===== config.mk =====
export PLATFORM = sky130hd
export DESIGN_NAME = gpd_queue
export DESIGN_NICKNAME = d
export VERILOG_FILES = /design/src/rtl/gpd_pkg.sv /design/src/rtl/gpd_queue.sv
export VERILOG_INCLUDE_DIRS = /design/src /design/src/rtl
export SDC_FILE = /design/constraint.sdc
export NUM_CORES = 1
export LEC_CHECK = 0
export BUFFER_PORTS_ARGS = -buffer_cell sky130_fd_sc_hd__buf_4
export CAP_MARGIN = 20
export CORE_UTILIZATION = 60
export DETAILED_ROUTE_END_ITERATION = 12
export PLACE_DENSITY = 0.82
export SKIP_CTS_REPAIR_TIMING = 1
export SKIP_LAST_GASP = 1
export SYNTH_ARGS = -nofsm -noshare
export SYNTH_HDL_FRONTEND = slang
export SYNTH_SLANG_ARGS = --single-unit
export TNS_END_PERCENT = 10

===== constraint.sdc =====
create_clock -name clk_i -period 2.64 [get_ports clk_i]
set_input_delay 0 -clock clk_i [delete_from_list [all_inputs] [get_ports clk_i]]
set_output_delay 0 -clock clk_i [all_outputs]
set_load 0.02 [all_outputs]

===== src/rtl/gaussian_pyramid_downsample_macros.svh =====
// Assertion macros used by the gaussian pyramid downsample RTL.
`ifndef GAUSSIAN_PYRAMID_DOWNSAMPLE_MACROS_SVH
`define GAUSSIAN_PYRAMID_DOWNSAMPLE_MACROS_SVH
`ifndef NO_ASSERTIONS
`define GPD_ASSERT(lbl, prop) \
  lbl: assert property (@(posedge clk_i) disable iff (!rst_ni) prop) \
    else $error("gpd assertion failed");
`define GPD_ASSERT_NEXT(lbl, a, b) `GPD_ASSERT(lbl, (a) |=> (b))
`else
`define GPD_ASSERT(lbl, prop)
`define GPD_ASSERT_NEXT(lbl, a, b)
`endif
`endif


===== src/rtl/gpd_pkg.sv =====
// Types, constants and tap weights for the gaussian pyramid downsample block.
package gpd_pkg;

  localparam int VSUM_W = 21;
  localparam int HSUM_W = 25;
  localparam int QDEPTH = 4;
  localparam int QCNT_W = 3;
  localparam int ROW_SLOTS = 4;

  localparam logic FMT_U8_CEIL = 1'b0;
  localparam logic FMT_S16_TRUNC = 1'b1;

  typedef enum logic [1:0] {
    REG_FRAME_WIDTH,
    REG_FRAME_HEIGHT,
    REG_CHANNEL_COUNT,
    REG_PIXEL_FORMAT
  } cfg_reg_e;

  // Tap pattern: interior, folded at the left/top edge, folded at the right/bottom edge.
  typedef enum logic [1:0] {
    TAP_NORMAL,
    TAP_LEFT,
    TAP_RIGHT
  } tap_mode_e;

  typedef struct packed {
    logic [12:0] frame_width;
    logic [15:0] frame_height;
    logic [1:0]  channel_count;
    logic        pixel_format;
  } cfg_t;

  typedef struct packed {
    logic signed [VSUM_W-1:0] vsum;
    logic [1:0]               ch;
    tap_mode_e                hmode;
    logic                     emit;
    logic                     last;
  } q_entry_t;

  typedef struct packed {
    logic [QCNT_W-1:0] count;
  } q_stat_t;

  // Weight of the sample b positions back from the newest one (mirroring folded in).
  function automatic logic [3:0] tap_weight(tap_mode_e m, logic [2:0] b);
    logic [3:0] w;
    w = 4'd0;
    case (m)
      TAP_NORMAL: begin
        case (b)
          3'd0, 3'd4: w = 4'd1;
          3'd1, 3'd3: w = 4'd4;
          3'd2:       w = 4'd6;
          default:    w = 4'd0;
        endcase
      end
      TAP_LEFT: begin
        case (b)
          3'd0:    w = 4'd2;
          3'd1:    w = 4'd8;
          3'd2:    w = 4'd6;
          default: w = 4'd0;
        endcase
      end
      TAP_RIGHT: begin
        case (b)
          3'd0:    w = 4'd4;
          3'd1:    w = 4'd7;
          3'd2:    w = 4'd4;
          3'd3:    w = 4'd1;
          default: w = 4'd0;
        endcase
      end
      default: w = 4'd0;
    endcase
    return w;
  endfunction

endpackage


===== src/rtl/gpd_queue.sv =====
// Short queue between the front and back ends.
module gpd_queue import gpd_pkg::*; (
  input  logic     clk_i,
  input  logic     rst_ni,
  input  logic     push_i,
  input  q_entry_t entry_i,
  input  logic     pop_i,
  output logic     valid_o,
  output q_entry_t entry_o,
  output q_stat_t  stat_o
);

`include "gaussian_pyramid_downsample_macros.svh"

  localparam int PTR_W = $clog2(QDEPTH);

  q_entry_t          slots_q [QDEPTH];
  logic [PTR_W-1:0]  wr_q, rd_q;
  logic [QCNT_W-1:0] count_q;

  always_ff @(posedge clk_i or negedge rst_ni) begin
    if (!rst_ni) begin
      wr_q    <= '0;
      rd_q    <= '0;
      count_q <= '0;
    end else begin
      if (push_i) begin
        wr_q <= wr_q + PTR_W'(1);
      end
      if (pop_i) begin
        rd_q <= rd_q + PTR_W'(1);
      end
      case ({push_i, pop_i})
        2'b10:   count_q <= count_q + QCNT_W'(1);
        2'b01:   count_q <= count_q - QCNT_W'(1);
        default: count_q <= count_q;
      endcase
    end
  end

  always_ff @(posedge clk_i) begin
    if (push_i) begin
      slots_q[wr_q] <= entry_i;
    end
  end

  assign valid_o      = (count_q != '0);
  assign entry_o      = slots_q[rd_q];
  assign stat_o.count = count_q;

  `GPD_ASSERT(a_no_overflow, !(push_i && (count_q == QCNT_W'(QDEPTH))))
  `GPD_ASSERT(a_no_underflow, !(pop_i && (count_q == '0)))
  `GPD_ASSERT_NEXT(a_count_up, push_i && !pop_i, count_q == $past(count_q) + QCNT_W'(1))

endmodule


=== After elaboration in Yosys (flattened, before gate mapping) ===
Memories as Yosys holds them, arrays and structs flattened.
Index checks and enable logic that the tools add are counted.

* Muxes and demuxes: 3
* Reduce and logical (&&, ||, !) cells: 2
* Add/subtract/negate cells: 4
* Equality and inequality tests: 2

{| class="wikitable"
|+ Operators by type and width
! cell !! number
|-
| case mux 3 bit (2 select lines) || 1
|-
| adder 2 x 1 -> 2 bit (second input constant) || 2
|-
| adder 3 x 1 -> 3 bit (second input constant) || 1
|-
| nonzero test 3 bit || 1
|-
| subtractor 3 x 1 -> 3 bit (second input constant) || 1
|-
| == test 2 x 1 -> 1 bit (second input constant) || 1
|-
| == test 2 bit (second input constant) || 1
|-
| two-way mux 1 bit || 2
|-
| nonzero test 2 bit || 1
|}

* Bits in writable memories: 108
* Memories kept: 1
* Logic and storage cells: 15
* Register bits after elaboration: 7
* Output and inout port bits: 31
* Input port bits: 31

{| class="wikitable"
|+ Memories
! name !! words !! width !! read ports !! clocked after memory_dff !! write ports !! RTL line !! source
|-
| slots_q || 4 || 27 || 1 || 0 || 1 || gpd_queue.sv:17 || <nowiki>q_entry_t slots_q [QDEPTH];</nowiki>
|}

=== Logic depth before layout (Yosys ltp) ===
Gate-level depths: netlist of run 1.

* Depth in word-level cells: 2
* Gate-level depth with buffers: 6
* Depth with buffers taken out: 6

=== Worst setup path after synthesis of run 1 ===
OpenSTA, ideal clock, no wires.

* Path type: reg-to-reg
* Start: register wr_q[0]
* End: memory slots_q[0][0] (netlist name) (enable)
* Data required time: 2.254 ns
* Arrival time: 1.298 ns
* Period minus slack after synthesis: 1.684 ns
* Path buffers: 0
* Library setup time: 0.386 ns
* Setup slack: 0.956 ns
* Cell stages (with the launch flop): 4
* Path through: dfrtp_1 inv_1 ha_1 and2_1

{| class="wikitable"
|+ RTL lines
! item !! RTL line !! source
|-
| from (decl) || gpd_queue.sv:18 || <nowiki>logic [PTR_W-1:0] wr_q, rd_q;</nowiki>
|-
| from (signal assigned) || gpd_queue.sv:28 || <nowiki>wr_q <= wr_q + PTR_W'(1);</nowiki>
|-
| to (decl) || gpd_queue.sv:17 ||
|}

Straight into the memory's write port.

==> flow_summary.toml, run 1 <==
[clock_network]
clock_path_buffers = 2
cts_tree = "built"
cts_made_buffers = 17
htree_levels = 4
cts.sinks = 115
worstSkewPairLatency_ns = 0.51
cts_root_buffer = "clkbuf_8"
path_clk_slew_ns = 0.05

[drt]
wl_per_cell_um = 22.9
num_vias = 2199
drtAntennaViolNets = 0
dr.first_iter.drc_count = 150
first_pass_iters = 4
viasPerCell = 5.60
drcViolationCount = 0
totalWireLength_mm = 8.99

[setup_path]
crit_path_end_kind = "primary output"
arrival_ns = 2.13
critPathRequiredTime_ns = 2.64
crit_start = "rd_q[0]"
r2r_setup_slack_ns = 0.97
path_class = "flip-flop to primary output"
worstPathMaxFanout = 18
r2r_start = "wr_q[0]"
start_kind = "flip-flop"

[timing]
setup_viol = 0
rsz0062_at_grt = "false"
period_needed_ns = 2.13
worst_slew_pin_slew_ns = 0.532
hold_viol = 0
setup_tns_ns = 0
slew_violations = 0
max_freq_mhz = 470
holdWs_ns = 0.241
slew_headroom_pct = 64.6
fin_crit_sh_pct = 80.6
fin_skew_ns = 0.00991

[pwr]
seqPwrFrac_pct = 37.7
p_leak_nw = 2.09
switching_share_pct = 30.1
switchingPower_w = 0.00209
p_int_w = 0.00485
vdd_ir_drop_max_mv = 0.741
power_density_nw_per_um2 = 1190
p_clk_share_pct = 31.8
power_frac_comb_pct = 30.5

[synth]
synth_cell_types = 19
ys_ff_latch = 115
syn_inst = 173
yosysSeqAreaShare_pct = 79.7
syn-num-nets = 210
synth.avg_cell_area_um2 = 24.8
ys_warn_count = 0
syn_area_um2 = 4290

[grt]
overflow = 0
antenna_found_initial = 0
grt_pass1_vias = 2084
grt_max_degree = 25
grt_pass1_wl_mm = 11.5
track_usage_pct = 22.9

[final_layout]
layout-drive-gt1-share_pct = 42.1
fin_area_um2 = 5800
fillers = 308
nNetsFinal = 321
layout_common_cells = "108 x edfxtp_1, 63 x buf_4, 31 x dlygate4sd3_1, 26 x mux4_2, 16 x clkbuf_16"
final_common_cell = "edfxtp_1"
areaGrowthSynthToFinish_pct = 35.3
multiInputGateArea_um2 = 806
final-seq-area_um2 = 3420
num_antenna_cells = 0

[die]
start_util_pct = 62.8
die_h_um = 86.6
die-area_um2 = 7490
core_um2 = 6830
io_pins = 62
rows = 30
die_width_um = 86.6

[placement]
dpl-instance-area_um2 = 4910
gp_congestion = 0.672
io_buffers = 61
hpwl_mm = 4.27

[run_status]
outcome = "completed"

[flow_run]
max-cap-violations = 0

[hold_path]
min_from = "pop_i"
worstHoldPathType = "input pin to flip-flop"
==> per-layer routing <==
layer | track usage [%] | wire length (um) | vias to the layer above
li1 | - | - | 946
met1 | 28.3 | 3380 | 1141
met2 | 36.9 | 5080 | 102
met3 | 8.10 | 408 | 10
met4 | 10.2 | 125 | 0
met5 | 0 | 0 | -
==> area by class of cell <==
type | count | area share, %
clock buffer | 18 | 7.20
clock inverter | 14 | 2.83
inverter | 3 | 0.194
multi-input combinational | 49 | 13.9
sequential | 115 | 58.9
tap | 96 | 2.07
timing repair buffer | 98 | 14.9
==> per-stage QoR <==
step	power [W]	utilization [%]	setup slack, ns	std cells
3_5_place_dp	0.00464	71.9	0.981	330
6_report	0.00693	84.9	0.512	393
4_1_cts	0.00687	80.4	0.461	362
5_1_grt	0.00719	84.9	0.392	393
2_1_floorplan	0.00388	-	0.956	173
3_3_place_gp	0.00461	71.9	1.03	330
==> registers in the layout, summed over array words and instances, names as in the netlist <==
signal   flops
slots_q    108
stat_o       3
rd_q         2
wr_q         2
==> cell families after synthesis <==
logic type	count (synthesis)	synth area share (%)
compound gates	1	0.117
flops	115	79.7
fa+ha+maj	6	1.93
buf+inv	9	1.52
xor+xnor	6	1.23
mux	28	14.5
simple gates	8	0.992
==> synthesized netlist by cell type <==
master	count	area, um2
dfrtp_1	7	175
xnor2_1	3	26.3
ha_1	5	62.6
buf_6	1	11.3
buf_2	3	15.0
o21ai_0	1	5.00
nand2_1	2	7.51
buf_4	1	7.51
fa_1	1	20.0
xor2_1	3	26.3
and2_1	4	25.0
buf_12	1	20.0
inv_1	3	11.3
mux4_2	26	586
or3_1	1	6.26
nor2_1	1	3.75
mux2_2	1	11.3
mux4_1	1	26.3
edfxtp_1	108	3240
==> power by group through the flow <==
stage	Sequential [W]	Clock [W]	Combinational, W
final	0.00262	0.00220	0.00211
after global routing	0.00265	0.00232	0.00222
after CTS	0.00261	0.00222	0.00204
after detailed placement	0.00262	0	0.00202
after global placement	0.00260	0	0.00201
after floorplan	0.00255	0	0.00133
==> path summary, 6_finish.rpt <==
check | end | cells after the start
setup / recovery | entry_o[25] | 3
hold / removal | rd_q[0] | 3
setup reg to reg | slots_q[2][21] | 4
hold reg to reg | stat_o[2] | 1
max in group asynchronous | rd_q[0] | 3
min in group asynchronous | wr_q[1] | 3
==> critical path, cell delays in order, from the launching register on <==
cell     delay [ns]
dfrtp_2        0.62
buf_12         0.25
mux4_2         0.56
buf_4          0.18
Note: power is estimated with default switching activity, not from simulation.
==> inputs of run 2 (changes only) <==
- CORE_UTILIZATION: 60 -> 51
- PLACE_DENSITY: 0.82 -> 0.74
- clock period: 2.64 -> 1.74 ns (I/O delays scaled with it)
==> flow_summary.toml, run 2 (synthesis results as in run 1) <==
[run_status]
outcome = "complete, but fails checks"
violations = "setup timing"

[die]
die_width_um = 93.7
io_pins = 62
rows = 33
start_util_pct = 52.5
core_um2 = 8180
die_h_um = 93.7
die-area_um2 = 8780

[pwr]
seqPwrFrac_pct = 36.0
power_density_nw_per_um2 = 1810
switchingPower_w = 0.00297
p_clk_share_pct = 33.3
vdd_ir_drop_max_mv = 1.16
switching_share_pct = 27.9
power_frac_comb_pct = 30.7
p_leak_nw = 2.16
p_int_w = 0.00769

[grt]
grt_max_degree = 22
track_usage_pct = 18.7
grt_pass1_wl_mm = 11.3
grt_pass1_vias = 2126
overflow = 0
antenna_found_initial = 0

[final_layout]
final_common_cell = "edfxtp_1"
areaGrowthSynthToFinish_pct = 37.3
layout-drive-gt1-share_pct = 42.4
top_register = "slots_q"
layout_common_cells = "108 x edfxtp_1, 72 x buf_4, 31 x dlygate4sd3_1, 26 x mux4_2, 16 x clkbuf_16"
largest_reg_flops = 108
num_antenna_cells = 0
fillers = 500
nNetsFinal = 329

[placement]
dpl_worst_slack_ns = 0.384
io_buffers = 61
hpwl_mm = 4.43
gp_congestion = 0.651

[setup_path]
cp_slowest_cell = "mux4_2"
critPathRequiredTime_ns = 1.74
path_class = "flip-flop to primary output"
arrival_ns = 1.80
worstPathMaxFanout = 17
slowest_delay_ns = 0.53
crit_path_end_kind = "primary output"
start_kind = "flip-flop"
path_cells = "buf_12 > mux4_2 > buf_4"

[clock_network]
htree_levels = 4
path_clk_slew_ns = 0.05
clock_path_buffers = 2
cts_tree = "built"
worstSkewPairLatency_ns = 0.50
cts_made_buffers = 17
cts_root_buffer = "clkbuf_8"
cts.sinks = 115

[timing]
fin_skew_ns = 0.00561
holdWs_ns = 0.240
max_freq_mhz = 554
setup_viol = 26
worst_slew_pin_slew_ns = 0.320
slew_violations = 0
fin_crit_sh_pct = 104
rsz0062_at_grt = "true"
slew_headroom_pct = 78.6
worst_slack_ns = -0.0648
period_needed_ns = 1.80
hold_viol = 0

[drt]
totalWireLength_mm = 7.59
drtAntennaViolNets = 0
wl_per_cell_um = 18.6
first_pass_iters = 4
dr.first_iter.drc_count = 81
viasPerCell = 5.17
drcViolationCount = 0
num_vias = 2116

[hold_path]
worstHoldPathType = "input pin to flip-flop"

[flow_run]
max-cap-violations = 0
run 2: cell type report:
type / count / area [um2] / area share [%]
Inverter: 3 / 11.3 / 0.191
Clock inverter: 12 / 188 / 3.19
Timing Repair Buffer: 106 / 911 / 15.5
Sequential cell: 115 / 3420 / 58.1
Multi-Input combinational cell: 49 / 806 / 13.7
Clock buffer: 19 / 422 / 7.16
Tap cell: 105 / 131 / 2.23
run 2: path summary, 6_finish.rpt:
path | from | end | slack, ns | depth (start not counted)
worst min register to register | stat_o[2] | stat_o[2] | 0.50 | 1
worst min-delay path | entry_i[24] | slots_q[1][24] | 0.24 | 2
min in group asynchronous | rst_ni | stat_o[2] | 0.45 | 3
max in group asynchronous | rst_ni | rd_q[0] | 1.03 | 3
worst max register to register | wr_q[0] | slots_q[0][17] | 0.34 | 4
worst max-delay path | rd_q[0] | entry_o[22] | -0.06 | 3
run 2: metrics by stage:
| step | utilization (%) | total power (W) | area, um2 | std cells | setup TNS (ns) |
|---|---|---|---|---|---|
| 2_1_floorplan | - | 0.00589 | 4290 | 173 | 0 |
| 3_3_place_gp | 60.8 | 0.00710 | 4970 | 347 | 0 |
| 3_5_place_dp | 60.8 | 0.00714 | 4970 | 347 | 0 |
| 4_1_cts | 68.2 | 0.0107 | 5580 | 378 | -2.05 |
| 5_1_grt | 72.0 | 0.0111 | 5890 | 409 | -2.65 |
| 6_report | 72.0 | 0.0107 | 5890 | 409 | -1.02 |
run 2: layer usage:
layer	routed length [um]	vias up	GRT usage, %
li1	-	959	-
met1	3150	1082	23.4
met2	4010	66	29.6
met3	339	9	6.23
met4	96	0	8.97
met5	0	-	0
run 2: worst max-delay path: cells and delay by family (launching register included):
family / cells / cell delay (ns)
flops: 1 / 0.41
buf+inv: 2 / 0.36
mux: 1 / 0.53
run 2: power by group through the flow:
stage | clock network [W] | logic [W] | registers, W
after global placement | 0 | 0.00326 | 0.00384
after floorplan | 0 | 0.00202 | 0.00386
after detailed placement | 0 | 0.00326 | 0.00388
final | 0.00355 | 0.00328 | 0.00384
after global routing | 0.00372 | 0.00350 | 0.00388
after CTS | 0.00361 | 0.00328 | 0.00384
