**config.mk**
```make
export PLATFORM = sky130hd
export DESIGN_NAME = gpd_back_flat
export DESIGN_NICKNAME = d
export VERILOG_FILES = /design/src/rtl/gaussian_pyramid_downsample_macros.svh /design/src/rtl/gpd_pkg.sv /design/src/rtl/gpd_if.sv /design/src/rtl/gpd_back.sv /design/src/flat_wrapper.sv
export SDC_FILE = /design/constraint.sdc
export NUM_CORES = 1
export LEC_CHECK = 0
export BUFFER_PORTS_ARGS = -buffer_cell sky130_fd_sc_hd__buf_2
export CORE_MARGIN = 4
export CORE_UTILIZATION = 33
export CTS_CLUSTER_DIAMETER = 50
export DETAILED_ROUTE_END_ITERATION = 16
export GPL_TIMING_DRIVEN = 1
export SLEW_MARGIN = 20
export SYNTH_ARGS = -nofsm -noshare
export SYNTH_HDL_FRONTEND = slang
export SYNTH_SLANG_ARGS = --single-unit
```
**constraint.sdc**
```tcl
create_clock -name clk_i -period 8.77 [get_ports clk_i]
set_clock_uncertainty 0.15 [all_clocks]
set_input_delay 0.4385 -clock clk_i [delete_from_list [all_inputs] [get_ports clk_i]]
set_output_delay 0.4385 -clock clk_i [all_outputs]
set_load 0.03 [all_outputs]
```
**src/rtl/gaussian_pyramid_downsample_macros.svh**
```systemverilog
// Assertion macros used by the gaussian pyramid downsample RTL.
`ifndef GAUSSIAN_PYRAMID_DOWNSAMPLE_MACROS_SVH
`define GAUSSIAN_PYRAMID_DOWNSAMPLE_MACROS_SVH
`ifndef NO_ASSERTIONS
`define GPD_ASSERT(lbl, prop) \
  lbl: assert property (@(posedge clk_i) disable iff (!rst_ni) prop) \
    else $error("gpd assertion failed");
`define GPD_ASSERT_NEXT(lbl, a, b) `GPD_ASSERT(lbl, (a) |=> (b))
`else
`define GPD_ASSERT(lbl, prop)
`define GPD_ASSERT_NEXT(lbl, a, b)
`endif
`endif

```
**src/rtl/gpd_pkg.sv**
```systemverilog
// Types, constants and tap weights for the gaussian pyramid downsample block.
package gpd_pkg;

  localparam int VSUM_W = 21;
  localparam int HSUM_W = 25;
  localparam int QDEPTH = 4;
  localparam int QCNT_W = 3;
  localparam int ROW_SLOTS = 4;

  localparam logic FMT_U8_CEIL = 1'b0;
  localparam logic FMT_S16_TRUNC = 1'b1;

  typedef enum logic [1:0] {
    REG_FRAME_WIDTH,
    REG_FRAME_HEIGHT,
    REG_CHANNEL_COUNT,
    REG_PIXEL_FORMAT
  } cfg_reg_e;

  // Tap pattern: interior, folded at the left/top edge, folded at the right/bottom edge.
  typedef enum logic [1:0] {
    TAP_NORMAL,
    TAP_LEFT,
    TAP_RIGHT
  } tap_mode_e;

  typedef struct packed {
    logic [12:0] frame_width;
    logic [15:0] frame_height;
    logic [1:0]  channel_count;
    logic        pixel_format;
  } cfg_t;

  typedef struct packed {
    logic signed [VSUM_W-1:0] vsum;
    logic [1:0]               ch;
    tap_mode_e                hmode;
    logic                     emit;
    logic                     last;
  } q_entry_t;

  typedef struct packed {
    logic [QCNT_W-1:0] count;
  } q_stat_t;

  // Weight of the sample b positions back from the newest one (mirroring folded in).
  function automatic logic [3:0] tap_weight(tap_mode_e m, logic [2:0] b);
    logic [3:0] w;
    w = 4'd0;
    case (m)
      TAP_NORMAL: begin
        case (b)
          3'd0, 3'd4: w = 4'd1;
          3'd1, 3'd3: w = 4'd4;
          3'd2:       w = 4'd6;
          default:    w = 4'd0;
        endcase
      end
      TAP_LEFT: begin
        case (b)
          3'd0:    w = 4'd2;
          3'd1:    w = 4'd8;
          3'd2:    w = 4'd6;
          default: w = 4'd0;
        endcase
      end
      TAP_RIGHT: begin
        case (b)
          3'd0:    w = 4'd4;
          3'd1:    w = 4'd7;
          3'd2:    w = 4'd4;
          3'd3:    w = 4'd1;
          default: w = 4'd0;
        endcase
      end
      default: w = 4'd0;
    endcase
    return w;
  endfunction

endpackage

```
**src/rtl/gpd_if.sv**
```systemverilog


interface gpd_out_if;
  logic               valid;
  logic               ready;
  logic signed [15:0] out_sample;
  logic               frame_last;
  modport source (output valid, out_sample, frame_last, input ready);
  modport sink (input valid, out_sample, frame_last, output ready);
endinterface


```
**src/rtl/gpd_back.sv**
```systemverilog
// Back end: per-channel horizontal window, horizontal sum, rounding, output register.
module gpd_back import gpd_pkg::*; #(
  parameter int MAX_CHANNELS = 3
) (
  input  logic      clk_i,
  input  logic      rst_ni,
  input  logic      pixel_format_i,
  input  logic      valid_i,
  input  q_entry_t  entry_i,
  output logic      pop_o,
  gpd_out_if.source out_if
);

  localparam int CH_W = (MAX_CHANNELS > 1) ? $clog2(MAX_CHANNELS) : 1;

  logic signed [VSUM_W-1:0] hwin_q [MAX_CHANNELS][5];
  logic signed [VSUM_W-1:0] win [5];
  logic signed [HSUM_W-1:0] hsum, up, dn;
  logic signed [15:0]       res;
  logic [CH_W-1:0]          chi;

  logic               out_valid_q;
  logic signed [15:0] sample_q;
  logic               last_q;

  assign chi   = entry_i.ch[CH_W-1:0];
  assign pop_o = valid_i && (!out_valid_q || out_if.ready);

  always_comb begin
    win[0] = entry_i.vsum;
    for (int k = 1; k < 5; k++) begin
      win[k] = hwin_q[chi][k-1];
    end
    hsum = '0;
    for (int k = 0; k < 5; k++) begin
      hsum = hsum + HSUM_W'(win[k]) * $signed({21'd0, tap_weight(entry_i.hmode, 3'(k))});
    end
    up = (hsum + HSUM_W'(255)) >>> 8;
    dn = hsum >>> 8;
    if (pixel_format_i == FMT_U8_CEIL) begin
      if (hsum <= 0) begin
        res = 16'sd0;
      end else if (up > HSUM_W'(255)) begin
        res = 16'sd255;
      end else begin
        res = 16'(up);
      end
    end else begin
      res = (hsum < 0) ? 16'(up) : 16'(dn);
    end
  end

  always_ff @(posedge clk_i) begin
    if (pop_o) begin
      for (int k = 0; k < 5; k++) begin
        hwin_q[chi][k] <= win[k];
      end
      if (entry_i.emit) begin
        sample_q <= res;
        last_q   <= entry_i.last;
      end
    end
  end

  always_ff @(posedge clk_i or negedge rst_ni) begin
    if (!rst_ni) begin
      out_valid_q <= 1'b0;
    end else if (pop_o && entry_i.emit) begin
      out_valid_q <= 1'b1;
    end else if (out_if.ready) begin
      out_valid_q <= 1'b0;
    end
  end

  assign out_if.valid      = out_valid_q;
  assign out_if.out_sample = sample_q;
  assign out_if.frame_last = last_q;

endmodule

```
**src/flat_wrapper.sv**
```systemverilog
// flat-port wrapper written by rule: the top's interface ports become plain ports
module gpd_back_flat import gpd_pkg::*;
#(
  parameter int MAX_CHANNELS = 3
)
  (clk_i, rst_ni, pixel_format_i, valid_i, entry_i, pop_o, out_if_valid, out_if_out_sample, out_if_frame_last, out_if_ready);
  gpd_out_if out_if_i ();
  input  logic clk_i;
  input  logic rst_ni;
  input  logic pixel_format_i;
  input  logic valid_i;
  input  q_entry_t entry_i;
  output logic pop_o;
  output wire logic [$bits(out_if_i.valid)-1:0] out_if_valid;
  output wire logic [$bits(out_if_i.out_sample)-1:0] out_if_out_sample;
  output wire logic [$bits(out_if_i.frame_last)-1:0] out_if_frame_last;
  input wire logic [$bits(out_if_i.ready)-1:0] out_if_ready;
  assign out_if_valid = out_if_i.valid;
  assign out_if_out_sample = out_if_i.out_sample;
  assign out_if_frame_last = out_if_i.frame_last;
  assign out_if_i.ready = out_if_ready;
  gpd_back #(.MAX_CHANNELS(MAX_CHANNELS)) u_core (.clk_i(clk_i), .rst_ni(rst_ni), .pixel_format_i(pixel_format_i), .valid_i(valid_i), .entry_i(entry_i), .pop_o(pop_o), .out_if(out_if_i));
endmodule
```
* Word-level counts from Yosys, hierarchy flattened *
Memories as Yosys holds them, arrays and structs flattened.
Index checks and enable logic that the tools add are counted.
Widths: inputs -> output; s select.

cells by class
  add/subtract/negate cells = 5
  multiply operators = 5
  $lt $le $gt $ge = 3
  equality and inequality tests = 2
  multiplexer cells = 13
  reductions and logical operators = 8

operator list
  operator               count
  $add 25x25->25         3
  $mul 21x4->25          3
  $mux 16                4
  $add 25x23->25         1
  $add 25x9->25 const B  1
  $le 25x1->1 const B    1
  $lt 25x1->1 const B    1
  $mul 21x5->25          1
  $mul 21x2->23          1
  $gt 17x9->1 const B    1
  $pmux 3 s2             2
  $pmux 4 s3             1
  $pmux 3 s3             1
  $mux 1                 5
  $eq 2x1->1 const B     1
  $eq 2x2->1 const B     1
  $logic_and 1x1->1      2
  $logic_not 2->1        1
  $reduce_and 2->1       1
  $reduce_bool 2->1      1
  $reduce_or 2->1        1
  $logic_not 1->1        1
  $logic_or 1x1->1       1

word-level totals
  flip-flop bits (word level) = 18
  RAM bits = 315
  input port bits = 32
  output and inout port bits = 19
  memories = 1

memory list
  name           words  width  rd ports  clocked after Yosys merged registers in  wr ports  RTL line        RTL
  u_core.hwin_q  3      105    1         0                                        1         gpd_back.sv:16  logic signed [VSUM_W-1:0] hwin_q [MAX_CHANNELS][5];

* Longest topological paths before layout *
  depth in word-level cells = 12
  mapped depth = 32

* Worst setup path after synthesis *
Ideal clock, no wire load.

  kind = input to register
  start point = input entry_i[4] in the netlist's numbering
  end point = register u_core.sample_q[4] (netlist: u_core.out_if.out_sample[4]) (data pin)
  setup time = 0.264 ns
  arrival time = 8.172 ns
  required time = 8.356 ns
  path slack = 0.184 ns
  stages on the path = 32
  path buffers = 7
  cell sequence = clkbuf_1 > buf_1 > buf_1 > mux2i_1 > nor2_1 > a21oi_1 > nor2_1 > ha_1 > inv_1 > fa_1 > inv_1 > fa_1 > fa_1 > fa_1 > inv_1 > fa_1 > inv_1 > ha_1 > buf_2 > and3_1 > a221oi_2 > o21ai_2 > xor2_4 > nand4_1 > or3_1 > buf_2 > or4_4 > buf_6 > o41a_1 > buf_6 > o311ai_2 > nor3_1

on the way
  longest elaborated chain between the ends = 11

ends and longest elaborated chain
  element                       RTL line            RTL
  start: declaration            flat_wrapper.sv:12  input q_entry_t entry_i;
  $mem_v2 3x105 *               -
  $mul 21x5->25                 gpd_back.sv:36      hsum = hsum + HSUM_W'(win[k]) * $signed({21'd0, tap_weight(entry_i.hmode, 3'(k))});
  $add 25x25->25 (3 in series)  gpd_back.sv:36
  $add 25x23->25 *              gpd_back.sv:36
  $add 25x9->25                 gpd_back.sv:38      up = (hsum + HSUM_W'(255)) >>> 8;
  $gt 17x9->1                   gpd_back.sv:43      end else if (up > HSUM_W'(255)) begin
  $mux 16                       gpd_back.sv:43
  $mux 16                       gpd_back.sv:41      if (hsum <= 0) begin
  $mux 16 *                     gpd_back.sv:40      if (pixel_format_i == FMT_U8_CEIL) begin
  net u_core.res[4]             gpd_back.sv:19      logic signed [15:0] res;
  end signal: assignment        gpd_back.sv:59      sample_q <= res;
  end: declaration              gpd_back.sv:23      logic signed [15:0] sample_q;

Mark *: on every way through the listed nets, which the timed path passes. The rest lies on a longest branch.
A chain may end at the register's enable or synchronous reset.

* Worst setup path after layout *
  start point = input entry_i[4] in the netlist's numbering
  end point = register u_core.sample_q[2] (netlist: u_core.out_if.out_sample[2]) (data pin)

Same word-level chain as after synthesis.

==> impl_results.md <==
* Status: complete, no violations
* CP most frequent cell: fa_1
* Max Used Layer: met4
* Standard-cell rows at between 90 and 100
* Via count at around 13k
* Met1 Wirelength at 19.9 mm
* Ratio of cells with drive above 1 in the final layout at 11.0%
* Cell area after layout at about 24000 µm²
* Syn Nets at 2289
* Pleak at approximately 11 nW
* Core Util, Final at 38.4%
* Yosys warns at 0
* IO buf count at 50
* Final GP Congestion at 0.879
* Die area at 66600 µm²
* Clock buffer depth at 3
* H-tree depth at 1
* Dpl hpwl at approximately 34 mm
* CP required at just under 9 ns
* FF-to-FF Start: u_core.hwin_q[1][65]$_DFFE_PP_
* CP startpoint kind: primary input
* Die Wd at 258 µm
* Register bit count reported by yosys at 270
* Final ANT Viol Nets at 0
* Vias in the first global route at 14.3k
* Final period utilization at 94.1%
* Clock Latency Late Sink at 0.58 ns
* Worst setup EP type: register
* Ys flop type: edfxtp_1
* Remaining Overflow, GRT at 0
* Overall power at 7.82 mW
* Setup crit start: entry_i[4]
* Sequential power share at 20.4%
* Crit path arrival time at 8.41 ns
* RSZ-0062 raised after global routing: no
* P_sw at 3.47 mW
* Top Family by Delay on Critical Path: adder cells
* Peak VDD IR at about 380 µV
* Post-Syn Instances at 1883
* Endpoints failing hold at 0
* Placed inst area at 22500 µm²
* Die height at 258 µm
* Metal2 WL at between 20 and 25 mm
* Syn avg cell area at between 10 and 15 µm²
* Achievable Freq at 121 MHz
* Final net count at about 2.4k
* Sequential area share after synthesis at approximately two fifths
* Drt total wl at 45.5 mm
* Buf/Inv on CP at 6
* DRT iter0 DRCs at roughly 700
* Pwr per Cell Area at about 330 nW/µm²
* Post-synth EDFFs at 269
* Post-CTS Repair Setup Buffers at 0
* CP max stage cell: fa_1
* Starting Density at 33.4%
* Max-slew violations at 0
* Commonest non-fill, non-tap cell in the layout: inv_1
* Minimum clock period at between 8 and 9 ns
* Crit-path max cell delay at 0.54 ns
* Worst reg-to-reg setup slack at approximately 0.7 ns
* Final setup vio count at 0
* Vias per cell at 4.66
* Num CTS Buffers at 31
* GRT Overall Usage at approximately 14%
* Ports at 51
* DRC Markers at 0
* Max Cap Violations at 0
* Pint at about 4.3 mW
* Worst slew margin at 38.1%
* Post-route setup TNS at 0 ns
* Clk slew on worst S/H paths at 0.06 ns
* Post-Syn Area at 20600 µm²
* Max FO, Critical Path at 32
* Sw Ratio at between 40% and 50%
* Sink Count at between 200 and 300
* Kind of critical path: in2reg
* Routed length on met3 at 1.53 mm
* Initial antenna violation count at 1
* CTS tree: built
* Most frequent cells in the layout: inv_1, nor2_1, edfxtp_1
* Clock Power Share at 17.1%
* Root Driver: clkbuf_16
* Post-synth cell types at 69
* First-pass GRT wire length at about 75 mm
* Syn-to-layout area delta at 15.1%
* Combinational group share of total power at a little over three fifths
* Worst-Margin Slew at 0.929 ns
* Core area at 61800 µm²
* Pin count of the biggest net entering global routing at 58
* # fillers at 6051
* Post-DR wirelength/cell at 15.8 µm
* DR pass1 iterations at 6
* HP Class: in2async
* Ys async rst share at less than 1%
-- power by group through the flow --
stage	clock network (mW)	logic (mW)	registers, mW
finish	1.34	4.89	1.59
global placement	0	4.75	1.62
detailed placement	0	4.82	1.62
global route	1.43	5.49	1.60
CTS	1.37	4.86	1.59
floorplan	0	3.30	1.70
-- flip-flops by register name, indices dropped and copies added (netlist names) --
signal / count
u_core.out_if.frame_last: 1
u_core.out_if.out_sample: 16
u_core.out_if.valid: 1
u_core.hwin_q: 252
-- per-stage QoR --
stage,hold slack [ns],setup slack (ns),cells
6_report,0.0290,0.517,2882
5_1_grt,0.0202,0.0719,2882
4_1_cts,0.00274,0.539,2881
3_5_place_dp,0.0642,-0.0751,2803
3_3_place_gp,0.0627,0.00317,2803
2_1_floorplan,-0.00709,0.184,1883
-- logic make-up after synthesis --
family	Yosys count	synth area share, %
AOI/OAI and AO/OA	188	5.67
muxes	86	4.17
and+or+nand+nor	450	9.83
DFF	270	39.3
buffers and inverters	475	8.76
xor gates and xnor gates	39	1.86
adders and majority gates	375	30.4
-- area by class of cell --
class	count	area (µm²)	area share [%]
timing repair buffer	175	1270	5.37
sequential	270	8100	34.1
antenna	1	2.50	0.0105
inverter	404	1520	6.39
tap	837	1050	4.41
multi-input combinational	1138	10700	45.2
clock inverter	25	292	1.23
clock buffer	32	779	3.28
-- what timing repair did --
item                                   4_1_cts  5_1_grt
hold buffers                                21        0
gates resized for setup                      0        0
endpoints found under the hold margin       52        0
-- Yosys cell counts (all sizes together) (7+ instances only) --
library cell / n / area share [%]
nor3: 12 / 0.29
buf: 18 / 0.44
a21oi: 112 / 2.7
nand2: 33 / 0.60
nor4: 7 / 0.21
edfxtp: 269 / 39
and2: 63 / 1.9
xnor2: 23 / 1.0
clkbuf: 53 / 0.96
o211ai: 8 / 0.29
fa: 211 / 20
ha: 163 / 9.9
xor2: 16 / 0.81
nand4: 11 / 0.33
inv: 404 / 7.4
mux2i: 86 / 4.2
o21ai: 21 / 0.53
and3: 7 / 0.21
nand3: 15 / 0.36
nor2: 278 / 5.1
-- worst register-to-register path, cell delays in order (launching register included) --
cell      delay [ns]
edfxtp_1        0.37
mux2i_1         0.14
nor2_1          0.05
a21oi_1         0.24
nor2_1          0.07
ha_1            0.32
fa_1            0.51
inv_1           0.06
fa_1            0.53
inv_1           0.06
fa_1            0.48
inv_1           0.05
fa_1            0.45
fa_1            0.49
inv_1           0.06
fa_1            0.45
a211oi_1        0.36
o21ai_1         0.17
a31oi_1         0.36
xnor2_2         0.23
nand4_1         0.16
or3_1           0.40
or4_4           0.58
o41a_1          0.57
o41ai_1         0.36
nor2_1          0.09
-- metal layers --
metal	GRT usage [%]	vias up
met5	0	-
met3	1.61	71
met2	24.9	252
li1	-	6391
met4	3.74	0
met1	17.8	6717
-- final timing paths --
check,depth (start not counted),to
setup / recovery,27,u_core.out_if.out_sample[2]$_DFFE_PP_
max in group asynchronous,2,u_core.out_if.valid$_DFFE_PN0P_
setup reg to reg,25,u_core.out_if.out_sample[2]$_DFFE_PP_
min in group clk_i,1,u_core.hwin_q[1][102]$_DFFE_PP_
hold reg to reg,2,u_core.hwin_q[0][22]$_DFFE_PP_
hold / removal,2,u_core.out_if.valid$_DFFE_PN0P_
(Power assumes the default switching activity.)
